<file path="config.mk">
export PLATFORM = sky130hd
export DESIGN_NAME = backend_selector_rr_least_conn
export DESIGN_NICKNAME = d
export VERILOG_FILES = /design/src/bsel_pkg.sv /design/src/bsel_ctrl.sv /design/src/bsel_dp.sv /design/src/backend_selector_rr_least_conn.sv
export SDC_FILE = /design/constraint.sdc
export NUM_CORES = 1
export LEC_CHECK = 0
export BUFFER_PORTS_ARGS = -buffer_cell sky130_fd_sc_hd__buf_2
export CORE_MARGIN = 2
export CORE_UTILIZATION = 48
export CTS_BUF_LIST = sky130_fd_sc_hd__clkbuf_2
export CTS_CLUSTER_SIZE = 24
export DETAILED_ROUTE_END_ITERATION = 12
export HOLD_SLACK_MARGIN = 0.03
export PLACE_DENSITY_LB_ADDON = 0.12
export SLEW_MARGIN = 20
export SYNTH_ARGS = -nofsm -noshare
export SYNTH_HDL_FRONTEND = slang
export SYNTH_HIERARCHICAL = 1
export SYNTH_SLANG_ARGS = --single-unit
export TNS_END_PERCENT = 1
</file>
<file path="constraint.sdc">
create_clock -name clk -period 5.1 [get_ports clk]
set_input_delay 1.02 -clock clk [delete_from_list [all_inputs] [get_ports clk]]
set_output_delay 1.02 -clock clk [all_outputs]
set_load 0.01 [all_outputs]
</file>
<file path="src/bsel_pkg.sv">
// Shared types and constants for the backend selector.
package bsel_pkg;

	localparam int DEF_MAX_POOL = 8;

	localparam int ACT_W   = 2;
	localparam int IDX_W   = 3;
	localparam int HLTH_W  = 2;
	localparam int CONN_W  = 16;
	localparam int MASK_W  = 8;
	localparam int STS_W   = 2;
	localparam int CNT_W   = 4;
	localparam int RR_W    = 64;
	localparam int CFG_IW  = 2;
	localparam int CFG_DW  = 4;

	localparam logic [ACT_W-1:0] ACT_SELECT = 2'd0;
	localparam logic [ACT_W-1:0] ACT_HEALTH = 2'd1;
	localparam logic [ACT_W-1:0] ACT_CONN   = 2'd2;

	localparam logic [STS_W-1:0] ST_OK    = 2'd0;
	localparam logic [STS_W-1:0] ST_NONE  = 2'd1;
	localparam logic [STS_W-1:0] ST_RANGE = 2'd2;

	localparam logic [CFG_IW-1:0] CFG_STRATEGY = 2'd0;
	localparam logic [CFG_IW-1:0] CFG_COUNT    = 2'd1;
	localparam logic [CFG_IW-1:0] CFG_BREAKER  = 2'd2;

	localparam logic [HLTH_W-1:0] HEALTH_UP = 2'd0;

	typedef struct packed {
		logic load;
		logic div_init;
		logic div_step;
		logic walk_init;
		logic walk_step;
		logic finish;
	} dp_cmd_t;

	typedef struct packed {
		logic needs_walk;
		logic least_conn;
		logic div_last;
		logic walk_last;
		logic out_free;
	} dp_sts_t;

endpackage

</file>
<file path="src/bsel_ctrl.sv">
// Controller state machine that sequences the division, the walk and the result.
module bsel_ctrl (
	input  logic             clk,
	input  logic             arst_n,
	input  logic             in_valid,
	output logic             in_ready,
	input  bsel_pkg::dp_sts_t sts,
	output bsel_pkg::dp_cmd_t cmd
);
	import bsel_pkg::*;

	localparam logic [2:0] S_IDLE  = 3'd0;
	localparam logic [2:0] S_DEC   = 3'd1;
	localparam logic [2:0] S_DIV   = 3'd2;
	localparam logic [2:0] S_WINIT = 3'd3;
	localparam logic [2:0] S_WALK  = 3'd4;
	localparam logic [2:0] S_FIN   = 3'd5;

	logic [2:0] state_q;
	logic [2:0] state_d;

	always_comb begin
		state_d  = state_q;
		cmd      = '0;
		in_ready = 1'b0;
		case (state_q)
			S_IDLE: begin
				in_ready = 1'b1;
				if (in_valid) begin
					cmd.load = 1'b1;
					state_d  = S_DEC;
				end
			end
			S_DEC: begin
				if (!sts.needs_walk) begin
					state_d = S_FIN;
				end else if (sts.least_conn) begin
					state_d = S_WINIT;
				end else begin
					cmd.div_init = 1'b1;
					state_d      = S_DIV;
				end
			end
			S_DIV: begin
				cmd.div_step = 1'b1;
				if (sts.div_last) begin
					state_d = S_WINIT;
				end
			end
			S_WINIT: begin
				cmd.walk_init = 1'b1;
				state_d       = S_WALK;
			end
			S_WALK: begin
				cmd.walk_step = 1'b1;
				if (sts.walk_last) begin
					state_d = S_FIN;
				end
			end
			S_FIN: begin
				if (sts.out_free) begin
					cmd.finish = 1'b1;
					state_d    = S_IDLE;
				end
			end
			default: begin
				state_d = S_IDLE;
			end
		endcase
	end

	always_ff @(posedge clk or negedge arst_n) begin
		if (!arst_n) begin
			state_q <= S_IDLE;
		end else begin
			state_q <= state_d;
		end
	end

endmodule

</file>
<file path="src/bsel_dp.sv">
// Datapath: configuration, backend tables, round-robin counter, serial modulo and walk.
module bsel_dp #(
	parameter int MAX_POOL = bsel_pkg::DEF_MAX_POOL
) (
	input  logic                        clk,
	input  logic                        arst_n,
	input  logic                        cfg_valid,
	input  logic [bsel_pkg::CFG_IW-1:0] cfg_index,
	input  logic [bsel_pkg::CFG_DW-1:0] cfg_data,
	input  logic [bsel_pkg::ACT_W-1:0]  action,
	input  logic [bsel_pkg::IDX_W-1:0]  backend_index,
	input  logic [bsel_pkg::HLTH_W-1:0] new_health,
	input  logic [bsel_pkg::CONN_W-1:0] active_count,
	input  logic [bsel_pkg::MASK_W-1:0] circuit_open_mask,
	output logic                        out_valid,
	input  logic                        out_ready,
	output logic                        granted,
	output logic [bsel_pkg::IDX_W-1:0]  chosen_index,
	output logic [bsel_pkg::STS_W-1:0]  status,
	input  bsel_pkg::dp_cmd_t           cmd,
	output bsel_pkg::dp_sts_t           sts
);
	import bsel_pkg::*;

	localparam int TBL_DEPTH = (MAX_POOL < 8) ? MAX_POOL : 8;
	localparam int TBL_AW    = (TBL_DEPTH > 1) ? $clog2(TBL_DEPTH) : 1;
	localparam int DSTEP_W   = $clog2(RR_W);

	logic              strategy_q;
	logic [CNT_W-1:0]  count_q;
	logic              breaker_q;

	logic [ACT_W-1:0]  act_q;
	logic [IDX_W-1:0]  idx_q;
	logic [HLTH_W-1:0] hlth_q;
	logic [CONN_W-1:0] conn_in_q;
	logic [MASK_W-1:0] mask_q;

	logic [HLTH_W-1:0] health_q [TBL_DEPTH];
	logic [CONN_W-1:0] conn_q   [TBL_DEPTH];

	logic [RR_W-1:0]    rr_q;
	logic [RR_W-1:0]    dividend_q;
	logic [CNT_W-1:0]   rem_q;
	logic [DSTEP_W-1:0] dstep_q;

	logic [CNT_W-1:0]  walk_i_q;
	logic [CNT_W-1:0]  walk_k_q;
	logic [RR_W-1:0]   val_q;
	logic              found_q;
	logic [CNT_W-1:0]  best_idx_q;
	logic [CONN_W-1:0] best_val_q;

	logic              out_valid_q;
	logic              granted_q;
	logic [IDX_W-1:0]  chosen_q;
	logic [STS_W-1:0]  status_q;

	logic [CNT_W-1:0]  pool_n;
	logic              in_tbl;
	logic [TBL_AW-1:0] rd_addr;
	logic [HLTH_W-1:0] cur_health;
	logic [CONN_W-1:0] cur_conn;
	logic              cur_open;
	logic              usable;
	logic              take;
	logic [CNT_W:0]    trial;
	logic [CNT_W:0]    trial_sub;
	logic [CNT_W-1:0]  next_i;
	logic              is_select;
	logic              wr_ok;

	assign pool_n = ({3'b000, count_q} > 7'(MAX_POOL)) ? CNT_W'(MAX_POOL) : count_q;

	assign in_tbl     = ({3'b000, walk_i_q} < 7'(TBL_DEPTH));
	assign rd_addr    = walk_i_q[TBL_AW-1:0];
	assign cur_health = in_tbl ? health_q[rd_addr] : HEALTH_UP;
	assign cur_conn   = in_tbl ? conn_q[rd_addr] : '0;
	assign cur_open   = (walk_i_q < CNT_W'(MASK_W)) ? mask_q[walk_i_q[IDX_W-1:0]] : 1'b0;
	assign usable     = (cur_health == HEALTH_UP) && !(breaker_q && cur_open);

	assign take = usable && (strategy_q ? (!found_q || (cur_conn < best_val_q)) : !found_q);

	assign trial     = {rem_q, dividend_q[RR_W-1]};
	assign trial_sub = trial - {1'b0, pool_n};

	always_comb begin
		if (strategy_q) begin
			next_i = walk_i_q + 1'b1;
		end else if (val_q == '1) begin
			next_i = '0;
		end else if (walk_i_q == pool_n - 1'b1) begin
			next_i = '0;
		end else begin
			next_i = walk_i_q + 1'b1;
		end
	end

	assign is_select = (act_q == ACT_SELECT);
	assign wr_ok     = ({1'b0, idx_q} < pool_n) && ({4'b0000, idx_q} < 7'(TBL_DEPTH));

	assign sts.needs_walk = is_select && (pool_n != '0);
	assign sts.least_conn = strategy_q;
	assign sts.div_last   = (dstep_q == '1);
	assign sts.walk_last  = (walk_k_q == pool_n - 1'b1);
	assign sts.out_free   = !out_valid_q || out_ready;

	assign out_valid    = out_valid_q;
	assign granted      = granted_q;
	assign chosen_index = chosen_q;
	assign status       = status_q;

	always_ff @(posedge clk or negedge arst_n) begin
		if (!arst_n) begin
			strategy_q <= 1'b0;
			count_q    <= '0;
			breaker_q  <= 1'b0;
		end else if (cfg_valid) begin
			case (cfg_index)
				CFG_STRATEGY: strategy_q <= cfg_data[0];
				CFG_COUNT:    count_q    <= cfg_data;
				CFG_BREAKER:  breaker_q  <= cfg_data[0];
				default: begin
				end
			endcase
		end
	end

	always_ff @(posedge clk or negedge arst_n) begin
		if (!arst_n) begin
			for (int i = 0; i < TBL_DEPTH; i++) begin
				health_q[i] <= HEALTH_UP;
				conn_q[i]   <= '0;
			end
			rr_q        <= '0;
			out_valid_q <= 1'b0;
		end else begin
			if (cmd.finish) begin
				out_valid_q <= 1'b1;
			end else if (out_valid_q && out_ready) begin
				out_valid_q <= 1'b0;
			end
			if (cmd.finish) begin
				if (is_select && (pool_n != '0) && !strategy_q) begin
					rr_q <= rr_q + 1'b1;
				end
				if (wr_ok && (act_q == ACT_HEALTH)) begin
					health_q[idx_q[TBL_AW-1:0]] <= hlth_q;
				end
				if (wr_ok && (act_q == ACT_CONN)) begin
					conn_q[idx_q[TBL_AW-1:0]] <= conn_in_q;
				end
			end
		end
	end

	always_ff @(posedge clk) begin
		if (cmd.load) begin
			act_q     <= action;
			idx_q     <= backend_index;
			hlth_q    <= new_health;
			conn_in_q <= active_count;
			mask_q    <= circuit_open_mask;
		end
		if (cmd.div_init) begin
			dividend_q <= rr_q;
			rem_q      <= '0;
			dstep_q    <= '0;
		end else if (cmd.div_step) begin
			rem_q      <= trial_sub[CNT_W] ? trial[CNT_W-1:0] : trial_sub[CNT_W-1:0];
			dividend_q <= {dividend_q[RR_W-2:0], 1'b0};
			dstep_q    <= dstep_q + 1'b1;
		end
		if (cmd.walk_init) begin
			walk_i_q <= strategy_q ? '0 : rem_q;
			walk_k_q <= '0;
			val_q    <= rr_q;
			found_q  <= 1'b0;
		end else if (cmd.walk_step) begin
			walk_i_q <= next_i;
			walk_k_q <= walk_k_q + 1'b1;
			val_q    <= val_q + 1'b1;
			if (take) begin
				found_q    <= 1'b1;
				best_idx_q <= walk_i_q;
				best_val_q <= cur_conn;
			end
		end
		if (cmd.finish) begin
			if (is_select) begin
				if ((pool_n != '0) && found_q) begin
					granted_q <= 1'b1;
					chosen_q  <= best_idx_q[IDX_W-1:0];
					status_q  <= ST_OK;
				end else begin
					granted_q <= 1'b0;
					chosen_q  <= '0;
					status_q  <= ST_NONE;
				end
			end else begin
				granted_q <= 1'b0;
				chosen_q  <= '0;
				if (((act_q == ACT_HEALTH) || (act_q == ACT_CONN)) && !wr_ok) begin
					status_q <= ST_RANGE;
				end else begin
					status_q <= ST_OK;
				end
			end
		end
	end

endmodule

</file>
<file path="src/backend_selector_rr_least_conn.sv">
// Top level of the backend selector: round robin and least connections.
// Each transaction takes one select, health write or connection-count write and returns one
// result. A write or an empty-pool select goes from acceptance through a decode state to the
// finish state; a least connections select walks the pool, one backend per cycle, and a round
// robin select first reduces the 64-bit counter modulo the effective pool size by bit-serial
// division (one bit per cycle) and then walks the pool. The finish state waits while the
// output register still holds an untaken result. The next transaction can be accepted in the
// same cycle in which the result appears.
module backend_selector_rr_least_conn #(
	parameter int MAX_POOL = bsel_pkg::DEF_MAX_POOL
) (
	input  logic                        clk,
	input  logic                        arst_n,
	input  logic                        cfg_valid,
	output logic                        cfg_ready,
	input  logic [bsel_pkg::CFG_IW-1:0] cfg_index,
	input  logic [bsel_pkg::CFG_DW-1:0] cfg_data,
	input  logic                        in_valid,
	output logic                        in_ready,
	input  logic [bsel_pkg::ACT_W-1:0]  action,
	input  logic [bsel_pkg::IDX_W-1:0]  backend_index,
	input  logic [bsel_pkg::HLTH_W-1:0] new_health,
	input  logic [bsel_pkg::CONN_W-1:0] active_count,
	input  logic [bsel_pkg::MASK_W-1:0] circuit_open_mask,
	output logic                        out_valid,
	input  logic                        out_ready,
	output logic                        granted,
	output logic [bsel_pkg::IDX_W-1:0]  chosen_index,
	output logic [bsel_pkg::STS_W-1:0]  status
);
	import bsel_pkg::*;

	dp_cmd_t cmd;
	dp_sts_t sts;

	assign cfg_ready = 1'b1;

	bsel_ctrl u_ctrl (
		.clk      (clk),
		.arst_n   (arst_n),
		.in_valid (in_valid),
		.in_ready (in_ready),
		.sts      (sts),
		.cmd      (cmd)
	);

	bsel_dp #(
		.MAX_POOL (MAX_POOL)
	) u_dp (
		.clk               (clk),
		.arst_n            (arst_n),
		.cfg_valid         (cfg_valid),
		.cfg_index         (cfg_index),
		.cfg_data          (cfg_data),
		.action            (action),
		.backend_index     (backend_index),
		.new_health        (new_health),
		.active_count      (active_count),
		.circuit_open_mask (circuit_open_mask),
		.out_valid         (out_valid),
		.out_ready         (out_ready),
		.granted           (granted),
		.chosen_index      (chosen_index),
		.status            (status),
		.cmd               (cmd),
		.sts               (sts)
	);

endmodule
</file>
# ---- Yosys cells after proc, flatten, opt, wreduce, memory -nomap -nowiden
# Index checks and enable logic that the tools add are counted.
# Widths: inputs -> output; s select.
dict set report totals {
  ramBits 0
  memories 0
  inputBits 42
  latch_bits 0
  elab_cells 166
  mem_bits_ro 0
  reg_bits 421
}
dict set report op_classes {
  add_sub_neg 7
  mul 0
  bitwise_logic 3
  reduce_logical 37
  order_cmp 9
  div 0
  muxes 54
  n_shift 0
  eq_ne 17
}
# operator count
set op_table {}
lappend op_table {{$mux 64} 4}
lappend op_table {{$add 64x1->64 const B} 2}
lappend op_table {{$bwmux 128} 1}
lappend op_table {{$eq 64x64->1 const B} 1}
lappend op_table {{$mux 16} 4}
lappend op_table {{$bmux 16 s3} 1}
lappend op_table {{$demux 16 s3} 1}
lappend op_table {{$mux 4} 8}
lappend op_table {{$mux 1} 19}
lappend op_table {{$pmux 3 s6} 1}
lappend op_table {{$bwmux 16} 1}
lappend op_table {{$lt 16x16->1} 1}
lappend op_table {{$reduce_and 2->1} 8}
lappend op_table {{$mux 3} 5}
lappend op_table {{$mux 2} 6}
lappend op_table {{$logic_and 1x1->1} 11}
lappend op_table {{$add 4x1->4 const B} 2}
lappend op_table {{$eq 4x4->1} 2}
lappend op_table {{$ge 4x4->1 const B} 2}
lappend op_table {{$lt 4x4->1 const B} 2}
lappend op_table {{$ne 2x2->1 const B} 4}
lappend op_table {{$not 3->4} 2}
lappend op_table {{$add 6x1->6 const B} 1}
lappend op_table {{$bmux 2 s3} 1}
lappend op_table {{23 further kinds} 37}

# ---- Logic depth before layout (Yosys ltp)
# Gate-level depths: netlist of run 1.
dict set report depth {
  depth_word 10
  mapped_depth 12
}

# ---- Modules after synthesis
# The synthesis of run 1 kept the hierarchy.
# mod seq_area_each_um2 area_per_inst_um2 cells_each n_inst
set modules_own_cells {}
lappend modules_own_cells {bsel_dp 11325.9 20076.8 1593 1}
lappend modules_own_cells {bsel_ctrl 75.1 239.0 30 1}
lappend modules_own_cells {backend_selector_rr_least_conn 0.0 11.3 2 1}

# ---- Worst setup path before layout of run 1
# No wires, ideal clock.
dict set report synth_path {
  path_type {register to register}
  startpoint {register u_dp.walk_i_q[0]}
  endpoint {register u_dp.best_idx_q[0] (enable)}
  path_slack_ps 297
  required_ps 4681
  stages_incl_launch_ff 12
  setup_time_ps 419
  arrival_ps 4384
  cell_sequence {edfxtp_1 > clkbuf_1 > buf_1 > mux4_2 > mux2i_1 > nor2_1 > ha_1 > a21o_1 > a21o_1 > a2111oi_0 > o32ai_1 > nor3_1}
}
dict set report synth_via {
  elab_chain_cells 10
  word_cells_on_any_way 23
  cone_classes {order compare: 3; mux: 12; bitwise: 1; reduce/logical: 7}
}
# element line
set synth_lines {}
lappend synth_lines {{start: declaration} bsel_dp.sv:47} ;# logic [CNT_W-1:0] walk_i_q;
lappend synth_lines {{start signal: assignment} bsel_dp.sv:175} ;# walk_i_q <= strategy_q ? '0 : rem_q;
lappend synth_lines {{start signal: assignment} bsel_dp.sv:180} ;# walk_i_q <= next_i;
lappend synth_lines {{$not 3->4 (not written as such)} bsel_dp.sv:78} ;# assign cur_conn = in_tbl ? conn_q[rd_addr] : '0;
lappend synth_lines {{$bmux 16 s3} bsel_dp.sv:78}
lappend synth_lines {{$mux 16 (not written as such) (2 in a row)} bsel_dp.sv:78}
lappend synth_lines {{$mux 16 (*)} bsel_dp.sv:78}
lappend synth_lines {{net u_dp.cur_conn[5]} bsel_dp.sv:63} ;# logic [CONN_W-1:0] cur_conn;
lappend synth_lines {{$lt 16x16->1 (*)} bsel_dp.sv:82} ;# assign take = usable && (strategy_q ? (!found_q || (cur_conn < best_val_q)) : !found_q);
lappend synth_lines {{$logic_or 1x1->1 (*)} bsel_dp.sv:82}
lappend synth_lines {{$mux 1 (*)} bsel_dp.sv:82}
lappend synth_lines {{$logic_and 1x1->1 (*)} bsel_dp.sv:82}
lappend synth_lines {{$reduce_and 3->1 (no line) (*)} --}
lappend synth_lines {{end signal: assignment} bsel_dp.sv:185} ;# best_idx_q <= walk_i_q;
lappend synth_lines {{end: declaration} bsel_dp.sv:51} ;# logic [CNT_W-1:0] best_idx_q;
# The timed path passes the listed nets; every way through them passes the cells marked *. The select of a mux whose other input is x is not followed.
# A chain may end at the register's enable or synchronous reset.

# ---- Worst setup path in the final report of run 1
dict set report layout_path {
  startpoint {register u_dp.walk_i_q[0]}
  endpoint {register u_dp.best_val_q[10] (enable)}
}
dict set report layout_via {
  elab_chain_cells 10
  word_cells_on_any_way 23
  cone_classes {order compare: 3; mux: 12; bitwise: 1; reduce/logical: 7}
}
# element line
set layout_lines {}
lappend layout_lines {{$not 3->4 (not written as such)} bsel_dp.sv:78}
lappend layout_lines {{$bmux 16 s3} bsel_dp.sv:78}
lappend layout_lines {{$mux 16 (not written as such) (2 in a row)} bsel_dp.sv:78}
lappend layout_lines {{$mux 16 (*)} bsel_dp.sv:78}
lappend layout_lines {{net u_dp.cur_conn[12]} bsel_dp.sv:63}
lappend layout_lines {{$lt 16x16->1 (*)} bsel_dp.sv:82}
lappend layout_lines {{$logic_or 1x1->1 (*)} bsel_dp.sv:82}
lappend layout_lines {{$mux 1 (*)} bsel_dp.sv:82}
lappend layout_lines {{$logic_and 1x1->1 (*)} bsel_dp.sv:82}
lappend layout_lines {{$reduce_and 3->1 (no line) (*)} --}
lappend layout_lines {{end signal: assignment} bsel_dp.sv:186} ;# best_val_q <= cur_conn;
lappend layout_lines {{end: declaration} bsel_dp.sv:52} ;# logic [CONN_W-1:0] best_val_q;
# Marked as above.

==> reports/metrics.cfg, run 1 <==
[sta]
setup_viol=0
fmax_mhz=253
rsz0062_at_grt=false
skew_ns=0.0671
tightestPinTransition_ns=0.988
hold_viol=0
max_slew_margin_pct=34.1
post-route-min-period_ns=3.96
finalSetupTns_ns=0
finalMaxSlewViolations=0
post-route-period-util_pct=77.6

[layout]
num-nets-final=1809
drive_above_1_share_pct=29.3
fillers=3694
area_growth_pct=9.61

[setup_path]
crit_chain=buf_4 > mux4_2 > mux2i_1 > nor2_1 > ha_1 > a211o_1 > a31oi_1 > o32ai_1 > nor3_2 > buf_4
critical_path_buf_inv_count=2
crit_top_cell=buf_4
critPathLaunchType=flip-flop
crit_slowest_cell=edfxtp_1
cp_top_family=flip-flops
cp_data_required_time_ns=5.79
cp_max_fo=16
critical_path_class=reg2reg
endpoint_kind=flip-flop
slowest_delay_ns=1.02
crit_arrival_ns=4.64

[place]
place.port_buffers=49
gp_congestion=0.773
post-dp-hpwl_um=26700

[routing]
routed_wl_um=43400
maxUsedRoutingLayer=met4
m1WireLength_um=19900
wl_per_cell_um=18.3
first_pass_iters=5
via_per_inst=5.58
drcViolationCount=0
dr_wl_met3_um=1530
wl_met2_um=21200
vias=13234
first_iter_violations=674
ant_nets=0

[cts]
htree_levels=3
path_clk_slew_ns=0.12
cts_tree=yes
cts_setup_buffers=0
clkSinkCount=421
cts_made_buffers=110
insertion_delay_ns=1.02
clock_path_buffers=3
cts_root_buf=clkbuf_2

[floorplan]
die_w_um=210
dieArea_mm2=0.0440
ioPinCount=51
num_rows=75
core_mm2=0.0419
start_util_pct=48.6
die_h_um=210

[logic_synthesis]
ys_ff_latch=421
synth_edf_count=188
yosysTopAreaCellShare_pct=27.8
postSynthCellCount=1625
syn_nets=1698
synth_compound_area_share_pct=4.52
synth_top_family_by_area=multiplexers
synth_seq_area_share_pct=56.1
synth_mux_area_share_pct=17.0
yosysWarnings=6
synthXorXnorAreaFrac_pct=4.76
postSynthAreaPerCell_um2=12.5
synth_cell_types=67
synthTopCellsByArea=edfxtp_1 (28%), dfrtp_1 (27%), mux2_2 (12%)
dominantRegCellSynth=dfrtp_1
syn_area_mm2=0.0203
synthSimpleGateAreaFrac_pct=13.1
yosys.area.top_type=edfxtp_1
async_flop_share_pct=51.8
synth_fa_ha_area_share_pct=1.95

[pwr]
p_leak_nw=9.50
power_w=0.0103
pwr_density_cell_mw_per_mm2=462
vdd_ir_drop_max_v=0.000228

[worst_hold_path]
hold_class=in2reg

[global_routing]
grt_usage_pct=20.3
grt_pass1_wl_um=71300
antenna_found_initial=1
grt_pass1_vias=13752
gr-total-overflow=0
grt_max_degree=111

[outcome]
status=complete, no violations

[run]
drv_cap=0

layout by cell type (no fill, tap or decap), types with 54 or more instances in the layout:
cell / n
dfrtp_1: 218
edfxtp_1: 188
clkbuf_2: 187
nand3_1: 64
mux2_2: 215
nor2_1: 88
nand2_1: 121
xnor2_1: 54
nor3_1: 56
xor2_1: 54
flip-flops by register name, summed over array words and instances, names as in the netlist, 6 cells and up:
signal           flops
u_dp/conn_q        128
u_dp/dividend_q     64
u_dp/rr_q           64
u_dp/val_q          64
u_dp/best_val_q     16
u_dp/conn_in_q      16
u_dp/health_q       16
u_dp/mask_q          8
u_dp/dstep_q         6
kinds of logic after synthesis:
kind of cell,after synthesis
other cells,1
buf+inv,132
compound gates,139
fa+ha+maj,31
simple gates,515
flops,421
mux,277
xor+xnor,109
timing repair:
action | in CTS | in global routing
endpoints found under the setup margin | 0 | 0
gates resized for setup | 0 | 0
hold endpoints to repair | 73 | 0
hold buffers | 5 | 0
stage by stage:
step / area, um2 / hold slack (ns) / worst slack (ns) / util [%] / instances
2_1_floorplan: 20300 / 0.455 / 0.297 / - / 1625
3_5_place_dp: 21200 / 0.488 / 1.13 / 50.6 / 2157
5_1_grt: 22300 / 0.0704 / 0.723 / 53.2 / 2370
6_report: 22300 / 0.182 / 1.14 / 53.2 / 2370
4_1_cts: 22300 / 0.0313 / 1.06 / 53.2 / 2368
3_3_place_gp: 21200 / 0.474 / 1.16 / 50.6 / 2157
final cells by class:
cell class              instances  area, um2  area share (%)
diodes                          1       2.50          0.0112
clock buffers                 187        936            4.20
clock inverters                19        104           0.466
inverters                      52        195           0.876
multi-input cells            1072       8460            37.9
flip-flops and latches        421      11400            51.2
well taps                     539        674            3.03
repair buffers                 79        513            2.30
metal layers:
metal	vias to the layer above	global-route usage, %
met5	-	0
li1	6305	-
met4	0	6.41
met1	6640	26.3
met3	74	3.77
met2	215	34.6
synth_stat cells (33+ instances only):
cell type and instances:
nand2_1 121, o21ai_0 45, xor2_1 54, nand3_1 64
xnor2_1 54, inv_1 52, nor3_1 58, nand4_1 41
nor2_1 88, dfrtp_1 218, clkbuf_1 62, edfxtp_1 188
mux4_2 33, mux2_2 215
path summary, 6_finish.rpt:
path,from,to,slack [ns],cells after the start
worst max register to register,u_dp/walk_i_q[0]$_DFFE_PP_,u_dp/best_val_q[10]$_DFFE_PP_,1.14,10
worst min register to register,u_dp/conn_q[88]$_DFFE_PN0P_,u_dp/conn_q[88]$_DFFE_PN0P_,0.50,1
worst max-delay path,u_dp/walk_i_q[0]$_DFFE_PP_,u_dp/best_val_q[10]$_DFFE_PP_,1.14,10
min in group asynchronous,arst_n,u_dp/conn_q[11]$_DFFE_PN0P_,0.67,2
worst min-delay path,circuit_open_mask[0],u_dp/mask_q[0]$_DFFE_PP_,0.18,1
max in group asynchronous,arst_n,u_dp/rr_q[16]$_DFFE_PN0P_,3.31,3
power breakdown:
| group | leakage, nW | switching [W] | internal [W] | total [W] |
|---|---|---|---|---|
| Clock | 0.839 | 0.00140 | 0.00100 | 0.00240 |
| Combinational | 3.89 | 0.00134 | 0.00127 | 0.00261 |
| Sequential | 4.77 | 0.000687 | 0.00461 | 0.00530 |
| Total | 9.50 | 0.00342 | 0.00688 | 0.0103 |
Power figures use the tool's default switching activity.
==> run 2, diff against run 1 <==
--- a/config.mk
+++ b/config.mk
@@ -5,6 +5,7 @@
 export SDC_FILE = /design/constraint.sdc
 export NUM_CORES = 1
 export LEC_CHECK = 0
+export ABC_AREA = 1
 export BUFFER_PORTS_ARGS = -buffer_cell sky130_fd_sc_hd__buf_2
 export CORE_MARGIN = 2
 export CORE_UTILIZATION = 48
==> constraint.sdc (replaced) <==
create_clock -name clk -period 3.2 [get_ports clk]
set_input_delay 0.64 -clock clk [delete_from_list [all_inputs] [get_ports clk]]
set_output_delay 0.64 -clock clk [all_outputs]
set_load 0.01 [all_outputs]
==> run 2 against run 1 <==
Against the previous run:
- clock power rose by 57%
- maximum frequency rose by 30%
- non-clock buffer count rose by 87
- sequential cell count did not move
- clock skew rose by 0.011 ns
- utilization rose by 2.4 points
- clock-buffer cell count fell by 31
- die area rose by 4.2%
- global-route usage rose by 5.8 points
==> reports/metrics.cfg, run 2 <==
[outcome]
status=complete, no violations

[place]
place.port_buffers=49
placed_cell_area_mm2=0.0224
post-dp-hpwl_um=41200
gp_congestion=0.953

[layout]
drive_above_1_share_pct=13.5
fillers=4169
final_common_cell=nand2_1
finalInstanceArea_mm2=0.0241
largest-register=u_dp/conn_q
largest_reg_flops=128
num-nets-final=2673
area_growth_pct=13.8
final_cell_mix=nand2_1 (579), o21ai_0 (353), inv_1 (267), dfrtp_1 (218), edfxtp_1 (188)

[routing]
drcViolationCount=0
ant_nets=0
first_pass_iters=5
vias=17738
via_per_inst=5.40
routed_wl_um=59500
first_iter_violations=1694
wl_per_cell_um=18.1

[pwr]
vdd_ir_drop_max_v=0.000690
pwr_density_cell_mw_per_mm2=739
p_leak_nw=10.8

[sta]
post-route-period-util_pct=95.3
rsz0062_at_grt=true
setup_viol=0
finalSetupTns_ns=0
max_slew_margin_pct=32.1
hold_viol=0
tightestPinTransition_ns=1.02
post-route-min-period_ns=3.05
skew_ns=0.0779
fmax_mhz=328
finalMaxSlewViolations=0

[cts]
htree_levels=3
path_clk_slew_ns=0.11
clkSinkCount=421
cts_made_buffers=111
cts_tree=yes
cts_root_buf=clkbuf_2
insertion_delay_ns=1.12
clock_path_buffers=3

[setup_path]
crit_arrival_ns=3.87
endpoint_kind=flip-flop
critical_path_class=reg2reg
critPathLaunchType=flip-flop
crit_slowest_cell=edfxtp_1
cp_max_fo=18
cp_data_required_time_ns=4.02
slowest_delay_ns=0.41
crit_chain=inv_1 > nand2_2 > buf_12 > o21ai_0 > a21oi_1 > a221oi_1 > buf_4 > ha_1 > nand4_1 > o21ai_1 > a2111oi_2 > nand2_1 > a21oi_4 > buf_6

[logic_synthesis]
dominantRegCellSynth=dfrtp_1
yosys.cell_count.top_type=nand2_1
syn_area_mm2=0.0212
postSynthCellCount=2422
synth_cell_types=50
synth_edf_count=188
yosysWarnings=6
async_flop_share_pct=51.8
synthTopCellsByCount=nand2_1 (581), o21ai_0 (365), inv_1 (268)
syn_nets=2495
yosys.area.top_type=edfxtp_1
postSynthAreaPerCell_um2=8.75
yosysTopAreaCellShare_pct=26.6
ys_ff_latch=421
synth_seq_area_share_pct=53.8
synthTopCellsByArea=edfxtp_1 (27%), dfrtp_1 (26%), nand2_1 (10%)

[floorplan]
dieArea_mm2=0.0458
core_mm2=0.0434
start_util_pct=48.9
num_rows=76
ioPinCount=51
die_w_um=214
die_h_um=214

[global_routing]
grt_pass1_wl_um=94400
grt_max_degree=128
gr-total-overflow=0
antenna_found_initial=1
grt_pass1_vias=16959
grt_usage_pct=26.1

[worst_hold_path]
hold_class=in2async

[run]
drv_cap=0

==> run 2: cell count changes in the layout (fill, tap and decap cells not counted), sizes merged, moves of 43 or more <==
| cell | delta |
|---|---|
| a21oi | +67 |
| nand2 | +467 |
| o21ai | +317 |
| dlygate4sd3 | +44 |
| mux2 | -215 |
| buf | +43 |
| inv | +219 |
| nor2 | +81 |
==> run 2: worst paths after layout <==
kind,to,cells after the start,from,slack (ns)
max reg2reg,u_dp/best_val_q[14]$_DFFE_PP_,14,u_dp/walk_i_q[0]$_DFFE_PP_,0.15
min reg2reg,u_dp/dividend_q[7]$_DFFE_PP_,2,u_dp/dividend_q[6]$_DFFE_PP_,0.49
min,u_dp/conn_q[86]$_DFFE_PN0P_,2,arst_n,0.14
max in group asynchronous,u_dp/rr_q[41]$_DFFE_PN0P_,3,arst_n,2.25
max,u_dp/best_val_q[14]$_DFFE_PP_,14,u_dp/walk_i_q[0]$_DFFE_PP_,0.15
min in group clk,u_dp/mask_q[4]$_DFFE_PP_,2,circuit_open_mask[4],0.22
==> run 2: critical path: cells and delay by family (launching register included) <==
family          cells  cell delay (ns)
compound gates      6             1.09
buf+inv             4             0.62
flops               1             0.41
simple gates        3             0.38
fa+ha+maj           1             0.25
==> run 2: area by class of cell <==
| cell class | instances | area (um2) | area share, % |
|---|---|---|---|
| clock inverters | 54 | 260 | 1.08 |
| flip-flops and latches | 421 | 11400 | 47.3 |
| clock buffers | 156 | 781 | 3.24 |
| multi-input cells | 1626 | 8490 | 35.2 |
| well taps | 585 | 732 | 3.04 |
| diodes | 1 | 2.50 | 0.0104 |
| inverters | 274 | 1030 | 4.27 |
| repair buffers | 166 | 1420 | 5.88 |
==> run 2: where the power goes <==
group / internal [W] / switching [W]
clock: 0.00144 / 0.00233
sequential: 0.00750 / 0.000969
combinational: 0.00204 / 0.00355
total: 0.0110 / 0.00684
==> run 2: what timing repair did <==
| action | 4_1_cts | 5_1_grt |
|---|---|---|
| setup buffers | 4 | 2 |
| gates resized for setup | 22 | 20 |
| pin swaps | 10 | 13 |
| endpoints found under the setup margin | 19 | 22 |
| hold buffers | 49 | 0 |
| gates cloned | 1 | 0 |
| endpoints found under the hold margin | 243 | 0 |
==> run 2: cell families (layout without fill, tap and decap cells) <==
kind of cell | Yosys count | after routing | synth area share, %
and+or+nand+nor | 989 | 989 | 20.5
AOI/OAI and AO/OA | 481 | 481 | 11.9
DFF | 421 | 421 | 53.8
buffers and inverters | 375 | 650 | 6.87
xor gates and xnor gates | 124 | 124 | 5.13
adders and majority gates | 31 | 31 | 1.87
other | 1 | 2 | 0.0177
==> run 2: metrics by stage <==
| stage | std cells | worst slack (ns) | power, W | util (%) | hold WS, ns |
|---|---|---|---|---|---|
| CTS | 3280 | 0.00566 | 0.0178 | 55.4 | 0.0537 |
| global placement | 3016 | 0.0654 | 0.0136 | 51.6 | 0.460 |
| global route | 3283 | -0.0582 | 0.0191 | 55.6 | 0.114 |
| detailed placement | 3016 | -0.0326 | 0.0138 | 51.6 | 0.468 |
| floorplan | 2422 | -0.744 | 0.0119 | - | 0.344 |
| finish | 3283 | 0.150 | 0.0178 | 55.6 | 0.142 |
==> run 2: per-layer routing <==
layer  up-vias  GRT usage [%]  wire length, um
met5         -              0                0
met4         0           7.92             1110
met3        88           5.25             4790
met2       723           37.5            25100
met1      8448           39.5            28400
li1       8479              -                -
